### src/rtl/lzsd_pkg.sv
`default_nettype none
package lzsd_pkg;

  localparam int WINDOW_SIZE = 4096;
  localparam int HIST_AW     = $clog2(WINDOW_SIZE);
  localparam int MIN_LEN     = 3;
  localparam int CNT_W       = 32;
  localparam int LEN_W       = 5;

  typedef enum logic [1:0] {
    KIND_DATA   = 2'd0,
    KIND_FINISH = 2'd1,
    KIND_ERROR  = 2'd2
  } kind_t;

  typedef enum logic [1:0] {
    STAT_OK       = 2'd0,
    STAT_TRUNC    = 2'd1,
    STAT_BAD_REF  = 2'd2,
    STAT_CAPACITY = 2'd3
  } stat_t;

  typedef enum logic [1:0] {
    PH_FLAG   = 2'd0,
    PH_TOKEN  = 2'd1,
    PH_SECOND = 2'd2
  } phase_t;

  typedef enum logic [1:0] {
    S_IDLE   = 2'd0,
    S_DECODE = 2'd1,
    S_COPY   = 2'd2,
    S_FINISH = 2'd3
  } state_t;

  typedef struct packed {
    logic  in_load;
    logic  set_flag;
    logic  set_offset;
    logic  next_tok;
    logic  close;
    logic  set_hold;
    logic  start_copy;
    logic  copy_step;
    logic  out_load;
    kind_t out_kind;
    stat_t out_status;
    logic  out_last;
  } cmd_t;

  typedef struct packed {
    logic   out_free;
    logic   eos;
    logic   err_hold;
    phase_t phase;
    logic   tok_match;
    logic   lit_cap_ok;
    logic   match_cap_ok;
    logic   ref_ok;
    logic   copy_last;
  } stat_bus_t;

endpackage
`default_nettype wire

### src/rtl/lzsd_ctrl.sv
`default_nettype none
module lzsd_ctrl (
  input  wire logic              clk,
  input  wire logic              rst,
  input  wire logic              in_valid,
  output logic                   in_ready,
  input  wire lzsd_pkg::stat_bus_t sts,
  output lzsd_pkg::cmd_t         cmd
);

  lzsd_pkg::state_t state, state_next;

  always_ff @(posedge clk) begin
    if (rst) begin
      state <= lzsd_pkg::S_IDLE;
    end else begin
      state <= state_next;
    end
  end

  always_comb begin
    state_next     = state;
    cmd            = '0;
    cmd.out_kind   = lzsd_pkg::KIND_DATA;
    cmd.out_status = lzsd_pkg::STAT_OK;
    in_ready       = (state == lzsd_pkg::S_IDLE);
    case (state)
      lzsd_pkg::S_IDLE: begin
        if (in_valid) begin
          cmd.in_load = 1'b1;
          state_next  = lzsd_pkg::S_DECODE;
        end
      end
      lzsd_pkg::S_DECODE: begin
        if (sts.out_free) begin
          state_next = lzsd_pkg::S_IDLE;
          if (sts.err_hold) begin
            // dropping bytes until the stream closes
            cmd.close = sts.eos;
          end else begin
            case (sts.phase)
              lzsd_pkg::PH_TOKEN: begin
                if (sts.tok_match) begin
                  cmd.set_offset = 1'b1;
                  if (sts.eos) begin
                    cmd.out_load   = 1'b1;
                    cmd.out_kind   = lzsd_pkg::KIND_ERROR;
                    cmd.out_status = lzsd_pkg::STAT_TRUNC;
                    cmd.out_last   = 1'b1;
                    cmd.close      = 1'b1;
                  end
                end else if (!sts.lit_cap_ok) begin
                  cmd.out_load   = 1'b1;
                  cmd.out_kind   = lzsd_pkg::KIND_ERROR;
                  cmd.out_status = lzsd_pkg::STAT_CAPACITY;
                  cmd.out_last   = 1'b1;
                  cmd.close      = sts.eos;
                  cmd.set_hold   = !sts.eos;
                end else begin
                  cmd.out_load = 1'b1;
                  cmd.out_last = !sts.eos;
                  cmd.next_tok = 1'b1;
                  if (sts.eos) begin
                    state_next = lzsd_pkg::S_FINISH;
                  end
                end
              end
              lzsd_pkg::PH_SECOND: begin
                if (!sts.ref_ok || !sts.lit_cap_ok || !sts.match_cap_ok) begin
                  cmd.out_load   = 1'b1;
                  cmd.out_kind   = lzsd_pkg::KIND_ERROR;
                  cmd.out_status = sts.ref_ok ? lzsd_pkg::STAT_CAPACITY
                                              : lzsd_pkg::STAT_BAD_REF;
                  cmd.out_last   = 1'b1;
                  cmd.close      = sts.eos;
                  cmd.set_hold   = !sts.eos;
                end else begin
                  cmd.start_copy = 1'b1;
                  state_next     = lzsd_pkg::S_COPY;
                end
              end
              default: begin
                // flag byte, also taken for the unused phase code
                cmd.set_flag = 1'b1;
                if (sts.eos) begin
                  cmd.out_load = 1'b1;
                  cmd.out_kind = lzsd_pkg::KIND_FINISH;
                  cmd.out_last = 1'b1;
                  cmd.close    = 1'b1;
                end
              end
            endcase
          end
        end
      end
      lzsd_pkg::S_COPY: begin
        if (sts.out_free) begin
          cmd.copy_step = 1'b1;
          cmd.out_load  = 1'b1;
          cmd.out_last  = sts.copy_last && !sts.eos;
          if (sts.copy_last) begin
            cmd.next_tok = 1'b1;
            state_next   = sts.eos ? lzsd_pkg::S_FINISH : lzsd_pkg::S_IDLE;
          end
        end
      end
      lzsd_pkg::S_FINISH: begin
        if (sts.out_free) begin
          cmd.out_load = 1'b1;
          cmd.out_kind = lzsd_pkg::KIND_FINISH;
          cmd.out_last = 1'b1;
          cmd.close    = 1'b1;
          state_next   = lzsd_pkg::S_IDLE;
        end
      end
      default: begin
        state_next = lzsd_pkg::S_IDLE;
      end
    endcase
  end

endmodule
`default_nettype wire

### config.mk
export PLATFORM = sky130hd
export DESIGN_NAME = lzsd_ctrl
export DESIGN_NICKNAME = d
export VERILOG_FILES = /design/src/rtl/lzsd_pkg.sv /design/src/rtl/lzsd_ctrl.sv
export SDC_FILE = /design/constraint.sdc
export NUM_CORES = 1
export LEC_CHECK = 0
export BUFFER_PORTS_ARGS = -buffer_cell sky130_fd_sc_hd__buf_2
export CORE_AREA = 2 2 39 41
export DETAILED_ROUTE_END_ITERATION = 6
export DIE_AREA = 0 0 41 43
export PLACE_DENSITY = 0.71
export SLEW_MARGIN = 5
export SYNTH_ARGS = -nofsm -noshare
export SYNTH_HDL_FRONTEND = slang
export SYNTH_SLANG_ARGS = --single-unit
export TNS_END_PERCENT = 10
### constraint.sdc
create_clock -name clk -period 2.95 [get_ports clk]
set_input_delay 0 -clock clk [delete_from_list [all_inputs] [get_ports clk]]
set_output_delay 0 -clock clk [all_outputs]
set_load 0.01 [all_outputs]
==> reports/metrics.yaml <==
postSynthAreaPerCell_um2: 6.80
relSlewSlack_pct: 75.4
fin_crit_ps: 1730
ys.warnings.count: 0
worst-setup-path-type: "reg -> reg"
ios: 28
layout-drive-gt1-share_pct: 32.4
post-dp-hpwl_um: 1120
layout_setup_ws_ps: 1220
grt_max_degree: 10
cp_num_buf_inv: 1
max_stage_delay_ps: 400
die-height_um: 43
grt_pass1_wl_um: 2200
drt_pass1_iterations: 4
drc_errors: 0
clock_latency_ps: 220
overflow: 0
vias: 639
irDropWorstVdd_mv: 0.172
place_ws_ps: 1230
regMostFlops: "state"
postLayoutCoreUtil_pct: 48.5
end_kind: "register"
port_buffers: 27
start_kind: "register"
place_congestion: 0.830
cts_root_buffer: "clkbuf_4"
fin_nets: 123
rsz0062_at_grt: "no"
worstPathMaxFanout: 6
wl_per_cell_um: 11.3
grt_use_total_pct: 17.8
n_antenna_cell: 0
power.density_mw_per_mm2: 243
initialDrtViolationCount: 11
syn_inst: 71
dieArea_mm2: 0.00176
start_util_pct: 34.9
yosysUniqueCellTypes: 29
cp.arrival_ps: 1850
wl_um: 1330
avgViaCountPerCell: 5.42
core_area_mm2: 0.00138
fmax_mhz: 579
cp_top_family: "simple AND/OR/NAND/NOR gates"
tightest_slew_ps: 359
finalHoldViolCount: 0
hp-class: "in -> reg"
status: "finished, final reports clean"
largest_reg_flops: 2
numCtsBuffers: 3
dieWidth_um: 41
skew_ps: 0.772
critical_path_required_ps: 3070
clock_path_buffers: 2
clk_pin_slew_ps: 30
syn_nets: 90
ys_seq_area_share_pct: 8.29
cts_tree: "done"
synthesis.area_um2: 483
crit_slowest_cell: "or3b_1"
ys_seq_elements: 2
rows: 14
cts_max_level: 1
clock_sink_count: 2
maxCapViolCount: 0
area_growth_syn_to_layout_pct: 38.9
grt_antenna_before_repair: 0
p_leak_uw: 0.000327
slew_viol_final: 0
fin_crit_sh_pct: 58.5
fin_setup_tns_ps: 0
setup_viol: 0
grt_pass1_vias: 580
cp_cell_sequence: "inv_1, ha_1, or3b_1, o31ai_2, nor2_1, o41ai_2"
ant_nets: 0
reg_top3: "state x2"
cts_resized: 0
-- cells in the final DEF (no fill, tap or decap), drive strengths merged, types with 2 or more instances in the layout --
cell,Yosys,layout
buf,0,27
inv,7,7
nand2,6,6
nor2,6,6
ha,6,6
o21ai,5,5
nand2b,4,4
nand3,4,4
nor3,4,4
and2,3,3
a21oi,3,3
clkbuf,0,3
o21a,2,2
nor2b,2,2
a21boi,2,2
dfxtp,2,2
-- cell usage after synthesis, drive strengths merged --
cell type	count	area share, %
inv	7	5.4
ha	6	16
nand2	6	4.7
nor2	6	4.7
o21ai	5	5.2
nand2b	4	5.2
nand3	4	4.1
nor3	4	4.1
a21oi	3	3.1
and2	3	3.9
a21boi	2	3.1
dfxtp	2	8.3
nor2b	2	2.6
o21a	2	3.1
a2111oi	1	1.8
a211oi	1	1.6
a21o	1	1.6
a311oi	1	1.8
a31oi	1	1.3
and3	1	1.3
and3b	1	2.1
nand3b	1	1.6
nand4	1	1.3
nor4	1	1.3
nor4b	1	1.8
o31ai	1	2.6
o32ai	1	1.8
o41ai	1	3.4
or3b	1	1.8
-- final cells by class --
| type | count | area [µm²] |
|---|---|---|
| well taps | 16 | 20.0 |
| repair buffers | 28 | 145 |
| inverters | 7 | 26.3 |
| fillers | 146 | 713 |
| flip-flops and latches | 2 | 40.0 |
| clock buffers | 3 | 22.5 |
| multi-input cells | 62 | 417 |
-- power breakdown --
part	leakage (µW)	internal [µW]	switching, µW
logic	0.000297	31.6	42.1
registers	0.0000164	29.4	1.83
clock network	0.0000138	44.7	13.6
total	0.000327	106	57.5
-- path summary, 6_finish.rpt --
path	startpoint	end	slack [ps]	cells past startpoint
setup / recovery	state[1]	state[1]	1220	6
hold / removal	in_valid	state[1]	230	4
setup reg to reg	state[1]	state[1]	1220	6
hold reg to reg	state[0]	state[0]	640	3
-- per-stage QoR --
step	std cells	power (µW)	hold slack, ps	instance area, µm²
3_3_place_gp	114	103	217	638
6_report	118	163	231	671
5_1_grt	118	177	245	671
2_1_floorplan	71	76.5	52.9	483
4_1_cts	118	167	225	671
3_5_place_dp	114	105	219	638
-- tightest hold or removal path, delay by kind of cell --
family | cells | cell delay, ps
compound gates | 2 | 180
buf+inv | 1 | 100
simple gates | 1 | 140
-- routing by layer --
layer / share of wire (%) / global-route usage, % / vias to the layer above
li1: - / - / 320
met1: 41 / 18.2 / 302
met2: 53 / 30.6 / 17
met3: 6.5 / 5.24 / 0
met5: 0 / 0 / -
met4: 0 / 8.67 / 0
-- timing repair --
| item | CTS | global route |
|---|---|---|
| hold endpoints to repair | 1 | 0 |
| hold buffers | 1 | 0 |
| buffers inserted | 0 | 0 |
-- cell families after synthesis --
group / after synthesis / share of synthesized area (%)
compound gates: 20 / 30.3
fa+ha+maj: 6 / 15.5
buf+inv: 7 / 5.44
flops: 2 / 8.29
simple gates: 36 / 40.4
(Power assumes the default switching activity.)
